$ cat config.mk
export PLATFORM = sky130hd
export DESIGN_NAME = touch_sample_resampler
export DESIGN_NICKNAME = d
export VERILOG_FILES = /design/src/rtl/tsr_pkg.sv /design/src/rtl/tsr_div.sv /design/src/rtl/touch_sample_resampler.sv
export SDC_FILE = /design/constraint.sdc
export NUM_CORES = 2
export LEC_CHECK = 0
export BUFFER_PORTS_ARGS = -buffer_cell sky130_fd_sc_hd__buf_4
export CAP_MARGIN = 25
export CORE_ASPECT_RATIO = 1.75
export CORE_UTILIZATION = 50
export CTS_BUF_LIST = sky130_fd_sc_hd__clkbuf_8 sky130_fd_sc_hd__clkbuf_16
export DETAILED_ROUTE_END_ITERATION = 16
export GPL_TIMING_DRIVEN = 0
export PLACE_DENSITY = 0.75
export SYNTH_ARGS = -nofsm -noshare
export SYNTH_HDL_FRONTEND = slang
export SYNTH_SLANG_ARGS = --single-unit
$ cat constraint.sdc
create_clock -name clk -period 12.5 [get_ports clk]
set_input_delay 1.25 -clock clk [delete_from_list [all_inputs] [get_ports clk]]
set_output_delay 1.25 -clock clk [all_outputs]
set_load 0.05 [all_outputs]
$ cat src/rtl/tsr_pkg.sv
`default_nettype none
package tsr_pkg;

  localparam int CW            = 20;          // coordinate bits, 1/16 pixel
  localparam int TW            = 32;          // timestamp bits
  localparam int RW            = 16;          // config register bits
  localparam int DEF_FINGERS   = 2;
  localparam int DW            = CW + 1;      // coordinate difference
  localparam int PW            = DW + TW;     // product of difference and time
  localparam int SW            = PW + 2;      // base plus signed quotient

  localparam logic [RW-1:0] RST_LATENCY     = 16'd5000;
  localparam logic [RW-1:0] RST_MIN_GAP     = 16'd2000;
  localparam logic [RW-1:0] RST_MAX_PREDICT = 16'd8000;

  typedef enum logic [1:0] {
    CFG_LATENCY     = 2'd0,
    CFG_MIN_GAP     = 2'd1,
    CFG_MAX_PREDICT = 2'd2
  } cfg_reg_t;

  localparam logic [1:0] KIND_PASS   = 2'd0;
  localparam logic [1:0] KIND_NEWEST = 2'd1;
  localparam logic [1:0] KIND_INTERP = 2'd2;
  localparam logic [1:0] KIND_EXTRAP = 2'd3;

  localparam logic CMD_MOVE = 1'b0;
  localparam logic CMD_TICK = 1'b1;

  typedef enum logic [3:0] {
    ST_IDLE,
    ST_SCAN,
    ST_SETUP,
    ST_PREP,
    ST_MUL,
    ST_LOAD,
    ST_DIV,
    ST_ACC,
    ST_EMIT
  } state_t;

  typedef struct packed {
    logic                 cmd;
    logic [3:0]           finger_id;
    logic signed [CW-1:0] pos_x;
    logic signed [CW-1:0] pos_y;
    logic [TW-1:0]        time_us;
    logic [3:0]           touches_down;
  } in_t;

  typedef struct packed {
    logic [3:0]           out_finger;
    logic signed [CW-1:0] out_x;
    logic signed [CW-1:0] out_y;
    logic [TW-1:0]        out_time;
    logic [1:0]           kind;
    logic                 last;
  } out_t;

endpackage
`default_nettype wire

$ cat src/rtl/tsr_div.sv
`default_nettype none
// Restoring divider, one quotient bit per cycle. Divisor must be below 2^(DVW-1).
module tsr_div import tsr_pkg::*; #(
  parameter int NW  = PW,
  parameter int DVW = TW
) (
  input  wire logic           clk,
  input  wire logic           rst_n,
  input  wire logic           start,
  input  wire logic [NW-1:0]  dividend,
  input  wire logic [DVW-1:0] divisor,
  output logic                done,
  output logic [NW-1:0]       quotient
);

  localparam int CNTW = $clog2(NW + 1);

  logic            busy_r;
  logic            done_r;
  logic [CNTW-1:0] cnt_r;
  logic [NW-1:0]   quo_r;
  logic [DVW-1:0]  rem_r;
  logic [DVW-1:0]  dvs_r;
  logic [DVW-1:0]  trial;
  logic            ge;

  assign trial = {rem_r[DVW-2:0], quo_r[NW-1]};
  assign ge    = trial >= dvs_r;

  always_ff @(posedge clk) begin
    if (!rst_n) begin
      busy_r <= 1'b0;
      done_r <= 1'b0;
      cnt_r  <= '0;
    end else begin
      done_r <= 1'b0;
      if (start) begin
        busy_r <= 1'b1;
        cnt_r  <= CNTW'(NW);
      end else if (busy_r) begin
        cnt_r <= cnt_r - 1'b1;
        if (cnt_r == CNTW'(1)) begin
          busy_r <= 1'b0;
          done_r <= 1'b1;
        end
      end
    end
  end

  always_ff @(posedge clk) begin
    if (start) begin
      quo_r <= dividend;
      rem_r <= '0;
      dvs_r <= divisor;
    end else if (busy_r) begin
      quo_r <= {quo_r[NW-2:0], ge};
      rem_r <= ge ? (trial - dvs_r) : trial;
    end
  end

  assign done     = done_r;
  assign quotient = quo_r;

endmodule
`default_nettype wire

$ cat src/rtl/touch_sample_resampler.sv
`default_nettype none
// Touch sample resampler.
// Move beat: passthrough result appears the cycle after the beat is taken.
// Tick beat: each pending finger is resampled with the bit-serial divider,
//   run once for x and once for y; a finger with an unusable gap is sent out
//   unchanged as its newest sample.
// One beat at a time; input stalls until the sequencer is back in idle and the output slot is free.
// Reset (rst_n low, synchronous): inactive, queues empty, registers to defaults.
module touch_sample_resampler import tsr_pkg::*; #(
  parameter int TRACKED_FINGERS = DEF_FINGERS
) (
  input  wire logic       clk,
  input  wire logic       rst_n,
  input  wire logic       in_valid,
  output logic            in_stall,
  input  wire in_t        in_data,
  output logic            out_valid,
  input  wire logic       out_stall,
  output out_t            out_data,
  input  wire logic       cfg_we,
  input  wire logic [1:0] cfg_index,
  input  wire logic [RW-1:0] cfg_data
);

  localparam int TF  = TRACKED_FINGERS;
  localparam int FIW = (TF > 1) ? $clog2(TF) : 1;

  // configuration
  logic [RW-1:0] lat_r, min_gap_r, max_pred_r;

  // per-finger queue: older and newest sample
  logic signed [CW-1:0] ox_r [TF];
  logic signed [CW-1:0] oy_r [TF];
  logic signed [CW-1:0] nx_r [TF];
  logic signed [CW-1:0] ny_r [TF];
  logic [TW-1:0]        ot_r [TF];
  logic [TW-1:0]        nt_r [TF];
  logic [1:0]           cnt_r [TF];
  logic [TF-1:0]        pend_r;
  logic                 active_r;

  state_t state_r, state_nxt;

  // tick context and working registers
  logic [TW-1:0]        tgt_r;       // tick time minus latency
  logic [3:0]           down_r;
  logic [FIW-1:0]       f_r;
  logic [TW-1:0]        gap_r, d_r;
  logic signed [TW-1:0] m_r;
  logic signed [DW-1:0] dx_r, dy_r;
  logic signed [CW-1:0] bx_r, by_r;
  logic signed [PW-1:0] prod_r;
  logic                 neg_r;
  logic                 axis_r;      // 0 x, 1 y
  logic signed [CW-1:0] res_x_r, res_y_r;
  logic [1:0]           kind_r;

  out_t out_r;
  logic out_valid_r;

  // ---- handshake ----
  logic slot_free, in_fire, tracked;
  assign slot_free = !out_valid_r || !out_stall;
  assign in_stall  = !((state_r == ST_IDLE) && slot_free);
  assign in_fire   = in_valid && !in_stall;
  assign tracked   = in_data.finger_id < 4'(TF);

  // ---- finger scan ----
  logic [TF-1:0]  qual;
  logic           found;
  logic [FIW-1:0] pick;
  logic           last_w;

  always_comb begin
    pick = '0;
    for (int i = 0; i < TF; i++) begin
      qual[i] = pend_r[i] && (cnt_r[i] != 2'd0);
    end
    for (int i = TF - 1; i >= 0; i--) begin
      if (qual[i]) pick = FIW'(i);
    end
  end
  assign found  = |qual;
  assign last_w = (qual & ~(TF'(1) << f_r)) == '0;

  // ---- setup arithmetic ----
  logic [TW-1:0] gap_w;
  logic          gap_bad;
  assign gap_w   = nt_r[f_r] - ot_r[f_r];
  assign gap_bad = (cnt_r[f_r] < 2'd2) || gap_w[TW-1] || (gap_w == '0) ||
                   (gap_w < TW'(min_gap_r));

  logic [TW-1:0] half_w, s_w;
  always_comb begin
    half_w = {1'b0, gap_r[TW-1:1]};
    s_w    = d_r;
    if (s_w > half_w) s_w = half_w;
    if (s_w > TW'(max_pred_r)) s_w = TW'(max_pred_r);
  end

  // ---- shared multiplier ----
  logic signed [DW-1:0] dsel_w;
  logic signed [PW-1:0] prod_w;
  assign dsel_w = axis_r ? dy_r : dx_r;
  assign prod_w = PW'(dsel_w) * PW'(m_r);

  // ---- divider ----
  logic          div_start, div_done;
  logic [PW-1:0] div_q, div_a;
  assign div_start = (state_r == ST_LOAD);
  // magnitude of the product, taken from its own sign bit on the start cycle
  assign div_a     = prod_r[PW-1] ? PW'(-prod_r) : PW'(prod_r);

  tsr_div #(.NW(PW), .DVW(TW)) u_div (
    .clk      (clk),
    .rst_n    (rst_n),
    .start    (div_start),
    .dividend (div_a),
    .divisor  (gap_r),
    .done     (div_done),
    .quotient (div_q)
  );

  // ---- accumulate and saturate ----
  logic signed [PW:0]   qs_w;
  logic signed [SW-1:0] sum_w;
  logic signed [CW-1:0] sat_w;
  logic                 ovf_w;
  assign qs_w  = neg_r ? -$signed({1'b0, div_q}) : $signed({1'b0, div_q});
  assign sum_w = SW'(axis_r ? by_r : bx_r) + SW'(qs_w);
  assign ovf_w = sum_w[SW-1] ? !(&sum_w[SW-1:CW-1]) : (|sum_w[SW-1:CW-1]);
  assign sat_w = ovf_w ? {sum_w[SW-1], {(CW-1){~sum_w[SW-1]}}} : sum_w[CW-1:0];

  // ---- sequencer ----
  always_ff @(posedge clk) begin
    if (!rst_n) state_r <= ST_IDLE;
    else        state_r <= state_nxt;
  end

  always_comb begin
    state_nxt = state_r;
    unique case (state_r)
      ST_IDLE:  if (in_fire && in_data.cmd == CMD_TICK) state_nxt = ST_SCAN;
      ST_SCAN:  state_nxt = found ? ST_SETUP : ST_IDLE;
      ST_SETUP: state_nxt = gap_bad ? ST_EMIT : ST_PREP;
      ST_PREP:  state_nxt = ST_MUL;
      ST_MUL:   state_nxt = ST_LOAD;
      ST_LOAD:  state_nxt = ST_DIV;
      ST_DIV:   if (div_done) state_nxt = ST_ACC;
      ST_ACC:   state_nxt = axis_r ? ST_EMIT : ST_MUL;
      ST_EMIT:  if (slot_free) state_nxt = ST_SCAN;
      default:  state_nxt = ST_IDLE;
    endcase
  end

  // ---- control state ----
  always_ff @(posedge clk) begin
    if (!rst_n) begin
      lat_r       <= RST_LATENCY;
      min_gap_r   <= RST_MIN_GAP;
      max_pred_r  <= RST_MAX_PREDICT;
      active_r    <= 1'b0;
      pend_r      <= '0;
      out_valid_r <= 1'b0;
      for (int i = 0; i < TF; i++) cnt_r[i] <= 2'd0;
    end else begin
      if (cfg_we) begin
        unique case (cfg_index)
          CFG_LATENCY:     lat_r      <= cfg_data;
          CFG_MIN_GAP:     min_gap_r  <= cfg_data;
          CFG_MAX_PREDICT: max_pred_r <= cfg_data;
          default: ;
        endcase
      end

      // new beat from a passthrough or an emit, else drop once taken
      if ((in_fire && in_data.cmd == CMD_MOVE && (!tracked || !active_r)) ||
          (state_r == ST_EMIT && slot_free))
        out_valid_r <= 1'b1;
      else if (!out_stall)
        out_valid_r <= 1'b0;

      if (in_fire && in_data.cmd == CMD_MOVE) begin
        if (!tracked || !active_r) begin
          if (tracked) active_r <= 1'b1;
        end else begin
          pend_r[in_data.finger_id[FIW-1:0]] <= 1'b1;
          if (cnt_r[in_data.finger_id[FIW-1:0]] != 2'd2)
            cnt_r[in_data.finger_id[FIW-1:0]] <= cnt_r[in_data.finger_id[FIW-1:0]] + 2'd1;
        end
      end

      if (state_r == ST_EMIT && slot_free) begin
        pend_r[f_r] <= 1'b0;
      end

      // end of tick: no fingers down and nothing left pending empties everything
      if (state_r == ST_SCAN && !found && down_r == 4'd0 && pend_r == '0) begin
        active_r <= 1'b0;
        for (int i = 0; i < TF; i++) cnt_r[i] <= 2'd0;
      end
    end
  end

  // ---- payload and datapath ----
  always_ff @(posedge clk) begin
    if (in_fire) begin
      if (in_data.cmd == CMD_MOVE) begin
        if (!tracked || !active_r) begin
          out_r.out_finger <= in_data.finger_id;
          out_r.out_x      <= in_data.pos_x;
          out_r.out_y      <= in_data.pos_y;
          out_r.out_time   <= in_data.time_us;
          out_r.kind       <= KIND_PASS;
          out_r.last       <= 1'b1;
        end else begin
          nx_r[in_data.finger_id[FIW-1:0]] <= in_data.pos_x;
          ny_r[in_data.finger_id[FIW-1:0]] <= in_data.pos_y;
          nt_r[in_data.finger_id[FIW-1:0]] <= in_data.time_us;
          if (cnt_r[in_data.finger_id[FIW-1:0]] == 2'd0) begin
            ox_r[in_data.finger_id[FIW-1:0]] <= in_data.pos_x;
            oy_r[in_data.finger_id[FIW-1:0]] <= in_data.pos_y;
            ot_r[in_data.finger_id[FIW-1:0]] <= in_data.time_us;
          end else if (cnt_r[in_data.finger_id[FIW-1:0]] == 2'd2) begin
            ox_r[in_data.finger_id[FIW-1:0]] <= nx_r[in_data.finger_id[FIW-1:0]];
            oy_r[in_data.finger_id[FIW-1:0]] <= ny_r[in_data.finger_id[FIW-1:0]];
            ot_r[in_data.finger_id[FIW-1:0]] <= nt_r[in_data.finger_id[FIW-1:0]];
          end
        end
      end else begin
        tgt_r  <= in_data.time_us - TW'(lat_r);
        down_r <= in_data.touches_down;
      end
    end

    case (state_r)
      ST_SCAN: f_r <= pick;
      ST_SETUP: begin
        gap_r   <= gap_w;
        d_r     <= tgt_r - nt_r[f_r];
        dx_r    <= DW'(nx_r[f_r]) - DW'(ox_r[f_r]);
        dy_r    <= DW'(ny_r[f_r]) - DW'(oy_r[f_r]);
        res_x_r <= nx_r[f_r];
        res_y_r <= ny_r[f_r];
        kind_r  <= KIND_NEWEST;
        axis_r  <= 1'b0;
      end
      ST_PREP: begin
        if (d_r[TW-1]) begin
          // sample time falls before the newest sample: interpolate from older
          m_r    <= $signed(gap_r + d_r);
          bx_r   <= ox_r[f_r];
          by_r   <= oy_r[f_r];
          kind_r <= KIND_INTERP;
        end else begin
          m_r    <= $signed(s_w);
          bx_r   <= nx_r[f_r];
          by_r   <= ny_r[f_r];
          kind_r <= KIND_EXTRAP;
        end
      end
      ST_MUL: prod_r <= prod_w;
      ST_LOAD: neg_r <= prod_r[PW-1];
      ST_ACC: begin
        if (axis_r) res_y_r <= sat_w;
        else        res_x_r <= sat_w;
        axis_r <= 1'b1;
      end
      ST_EMIT: begin
        if (slot_free) begin
          out_r.out_finger <= 4'(f_r);
          out_r.out_x      <= res_x_r;
          out_r.out_y      <= res_y_r;
          out_r.out_time   <= nt_r[f_r];
          out_r.kind       <= kind_r;
          out_r.last       <= last_w;
        end
      end
      default: ;
    endcase
  end

  assign out_valid = out_valid_r;
  assign out_data  = out_r;

  // ---- checks ----
  logic [TF-1:0] nz_w;
  always_comb begin
    for (int i = 0; i < TF; i++) nz_w[i] = cnt_r[i] != 2'd0;
  end

  a_pend_has_sample: assert property (@(posedge clk) disable iff (!rst_n)
    (pend_r & ~nz_w) == '0)
    else $error("pending finger with empty queue");

  a_div_done_in_div: assert property (@(posedge clk) disable iff (!rst_n)
    div_done |-> state_r == ST_DIV)
    else $error("divider finished outside the divide step");

  a_release_clears: assert property (@(posedge clk) disable iff (!rst_n)
    (state_r == ST_SCAN && !found && down_r == 4'd0 && pend_r == '0) |=> !active_r)
    else $error("block still active after release tick");

  a_emit_gap_positive: assert property (@(posedge clk) disable iff (!rst_n)
    (state_r == ST_LOAD) |-> (gap_r != '0 && !gap_r[TW-1]))
    else $error("divide started with non-positive gap");

endmodule
`default_nettype wire
==> key figures <==
GRT
  – Most used routing layer: met2
  – Tot GR Track Use: 32.30%
  – Largest net degree at the start of global routing: 82
  – Initial antenna violation count: 8
  – Overflow after GRT: 0
  – Vias in the first global route: 60.57k
  – Met3 Track Usage GR: 3.741%
  – First-pass GRT wire length: 356,900 um
  – GR Util met2: 58.59%
  – Global routing usage on met1: 30.73%

Critical path
  – WP data required: 12,920 ps
  – CP arrival: 11,520 ps
  – Startpoint Class: register
  – Worst path most repeated cell: fa_1
  – Worst Setup End Kind: register
  – Worst Path Max Fanout: 10
  – Worst reg2reg startpoint: axis_r$_DFFE_PP_
  – Cell at the slowest stage of the critical path: mux2i_1
  – Register-to-Register Path Depth: 29
  – R2R Path End: prod_r[45]$_DFFE_PP_
  – Reg2reg setup slack: 1400 ps
  – Worst Path Class, Setup: reg -> reg
  – Max incr delay on CP: 790 ps

Synthesis
  – Cell variety after synth: 86
  – Mapped Nets: 8,763
  – Post-synth EDFFs: 689
  – Sequential share of the synthesized area: 33.01%
  – Synth top area share: 28.23%
  – Mapped Area: 73,300 sq um
  – FFs w/ async S/R, synth: 0%
  – Ys flop type: edfxtp_1
  – Synth Register Bits: 864
  – Synth Warn #: 0
  – Most common cell in the netlist: inv_1
  – Most frequent cells after synthesis: 1,047 x inv_1, 989 x nand2_1, 689 x edfxtp_1
  – Dominant cell type by area after synthesis: edfxtp_1
  – Syn Inst Count: 7,546
  – Syn Area/Cell: 9.714 sq um
  – Synth area leaders: edfxtp_1 28%, fa_1 18%, ha_1 7.5%

Clock tree
  – CTS Hold Buffers Added: 0
  – Inserted Clock Buffers: 76
  – Post-CTS Resized: 0
  – CTS root buffer: clkbuf_16
  – CTS tree: done
  – Clock Sink Count: 864
  – H-tree depth: 3
  – CTS clk-pin slew, worst paths: 70 ps
  – Bufs on Longest Clock Path: 3
  – Clk_lat worst skew: 720 ps
  – # Post-CTS Setup Buffers: 0

STA
  – Post-Route Skew: 81.66 ps
  – RSZ-0062 raised after global routing: no
  – Setup tns final: 0 ps
  – Min Tclk post-route: 11,100 ps
  – F_max: 90.10 MHz
  – Worst slew pin tran: 1166 ps
  – Rel. slew slack: 21.83%
  – Final Max Slew Viols: 0
  – Final Hold Viols: 0
  – Final setup fails: 0
  – Tcrit/Tclk final: 88.79%

Finish
  – Core Util, Final: 55.19%
  – Area of the multi-input gates: 43,980 sq um
  – Design Area, Final: 80,230 sq um
  – Layout cell share with drive strength beyond 1: 6.454%
  – Final std cells w/o fill: 9,777
  – Filler cells: 12.74k
  – Synth-to-Final Area Change: 9.450%
  – Layout Nets: 9,056
  – Reg area: 24,190 sq um

Floorplanning
  – Initial Utilization: 50.43%
  – Core Area: 145,400 sq um
  – Die footprint: 148,200 sq um
  – Row count: 185
  – Top Ports: 185
  – Die X: 291.4 um
  – Die height: 508.5 um

Power and ir drop
  – Max VDD drop: 0.0001699 V
  – Sw Ratio: 27.60%
  – Leak: 0.03481 uW
  – Int Power: 4814 uW
  – Clock share of power: 37.7%
  – Power Dens Cells: 82.88 nW/um^2
  – Sequential share of power: 48.5%
  – Psw: 1835 uW
  – Combinational share of power: 13.8%
  – Design Power: 6649 uW

Route
  – Drt wl/cell: 24.35 um
  – DRC errors left: 0
  – Vias/cell: 5.870
  – Drt total wl: 238,000 um
  – 1st-iter DRT viols: 3,863
  – Post-DRT Antenna Nets: 0
  – Via Count: 57.39k
  – DR pass1 iterations: 6

Placed design
  – Port buffer count: 183
  – Area after DPL: 77,570 sq um
  – Gpl congestion: 1.037
  – DP HPWL: 196,700 um
  – Placed insts: 9,629

Hold path
  – WHS Path Cells: 0
  – Worst Min Path Start: prod_r[52]$_DFFE_PP_
  – Min-Delay Path Class: reg -> reg
  – Hold EP: neg_r$_DFFE_PP_

Outcome
  – Status: finished, final reports clean

Run
  – Max-cap violation count: 0
==> worst max-delay path: cells and delay by family (launching register included) <==
kind                     cells  cell delay, ps
adder cells (fa/ha/maj)      8            4030
buffers and inverters        7            2120
AO/OA/AOI/OAI                7            1800
AND/OR/NAND/NOR              5            1070
multiplexers                 1             790
XOR/XNOR                     1             540
flip-flops                   1             400
==> cell families (layout without fill, tap and decap cells) <==
group,count (synthesis),after routing,share of synthesized area [%]
AO/OA/AOI/OAI,1311,1311,11.38
XOR/XNOR,328,328,3.919
adder cells (fa/ha/maj),1113,1113,25.92
buffers and inverters,1368,1724,7.045
flip-flops,864,864,33.01
multiplexers,313,313,4.440
other,0,5,0
AND/OR/NAND/NOR,2249,2249,14.29
==> layer usage <==
metal	routed length [um]	up-vias
li1	-	25860
met1	74970	28230
met2	122200	2366
met3	12210	928
met4	28600	2
met5	22	-
==> worst max-delay path by stage <==
stage	startpoint	to	slack (ps)	cells after the start
floorplan	axis_r$_DFFE_PP_	prod_r[52]$_DFFE_PP_	4140	30
global placement	axis_r$_DFFE_PP_	prod_r[52]$_DFFE_PP_	1040	27
detailed placement	axis_r$_DFFE_PP_	prod_r[52]$_DFFE_PP_	1360	30
CTS	axis_r$_DFFE_PP_	prod_r[52]$_DFFE_PP_	1220	30
global route	axis_r$_DFFE_PP_	prod_r[45]$_DFFE_PP_	1180	30
finish	axis_r$_DFFE_PP_	prod_r[45]$_DFFE_PP_	1400	29
==> stage by stage <==
stage | setup WS [ps] | hold WS, ps
final | 1401 | 425.3
after floorplan | 4136 | 417.8
after global placement | 1036 | 442.9
after global routing | 1180 | 439.1
after detailed placement | 1360 | 449.7
after CTS | 1223 | 427.8
==> state kept, by name (all words and copies together) (netlist names), 20 cells and up, named ones only <==
name,cells
dy_r,21
out_data,79
prod_r,53
ny_r,40
res_x_r,20
nt_r,64
gap_r,32
u_div.rem_r,31
m_r,32
oy_r,40
u_div.dvs_r,32
dx_r,21
nx_r,40
res_y_r,20
tgt_r,32
ox_r,40
bx_r,20
by_r,20
u_div.quotient,53
d_r,32
ot_r,64
==> power groups by stage <==
stage          Combinational [uW]  Sequential, uW  Clock (uW)
2_1_floorplan                 461            3430           0
3_3_place_gp                  881            3290           0
3_5_place_dp                  903            3290           0
4_1_cts                       909            3230        2510
5_1_grt                       982            3230        2600
6_report                      918            3230        2500
==> cells in the final DEF, fill, tap and decap left out, types with 97 or more instances in the layout <==
cell type / n
a21oi_1: 350
mux2i_1: 215
xor2_1: 120
mux2_2: 97
dfxtp_1: 175
nor2_1: 416
fa_1: 676
inv_1: 1058
edfxtp_1: 689
nand2_1: 988
buf_4: 185
o21ai_0: 325
clkbuf_1: 294
a21o_1: 112
and2_1: 209
ha_1: 437
nor2b_1: 143
xnor2_1: 208
==> final cells by class <==
class,count,share of cell area [%]
Antenna cell,5,0.01560
Buffer,318,1.527
Clock buffer,78,2.405
Clock inverter,63,0.8578
Inverter,1050,4.922
Multi-Input combinational cell,5314,54.82
Sequential cell,864,30.16
Tap cell,1870,2.916
Timing Repair Buffer,215,2.385
No activity file was read; power rests on OpenSTA's default activity.
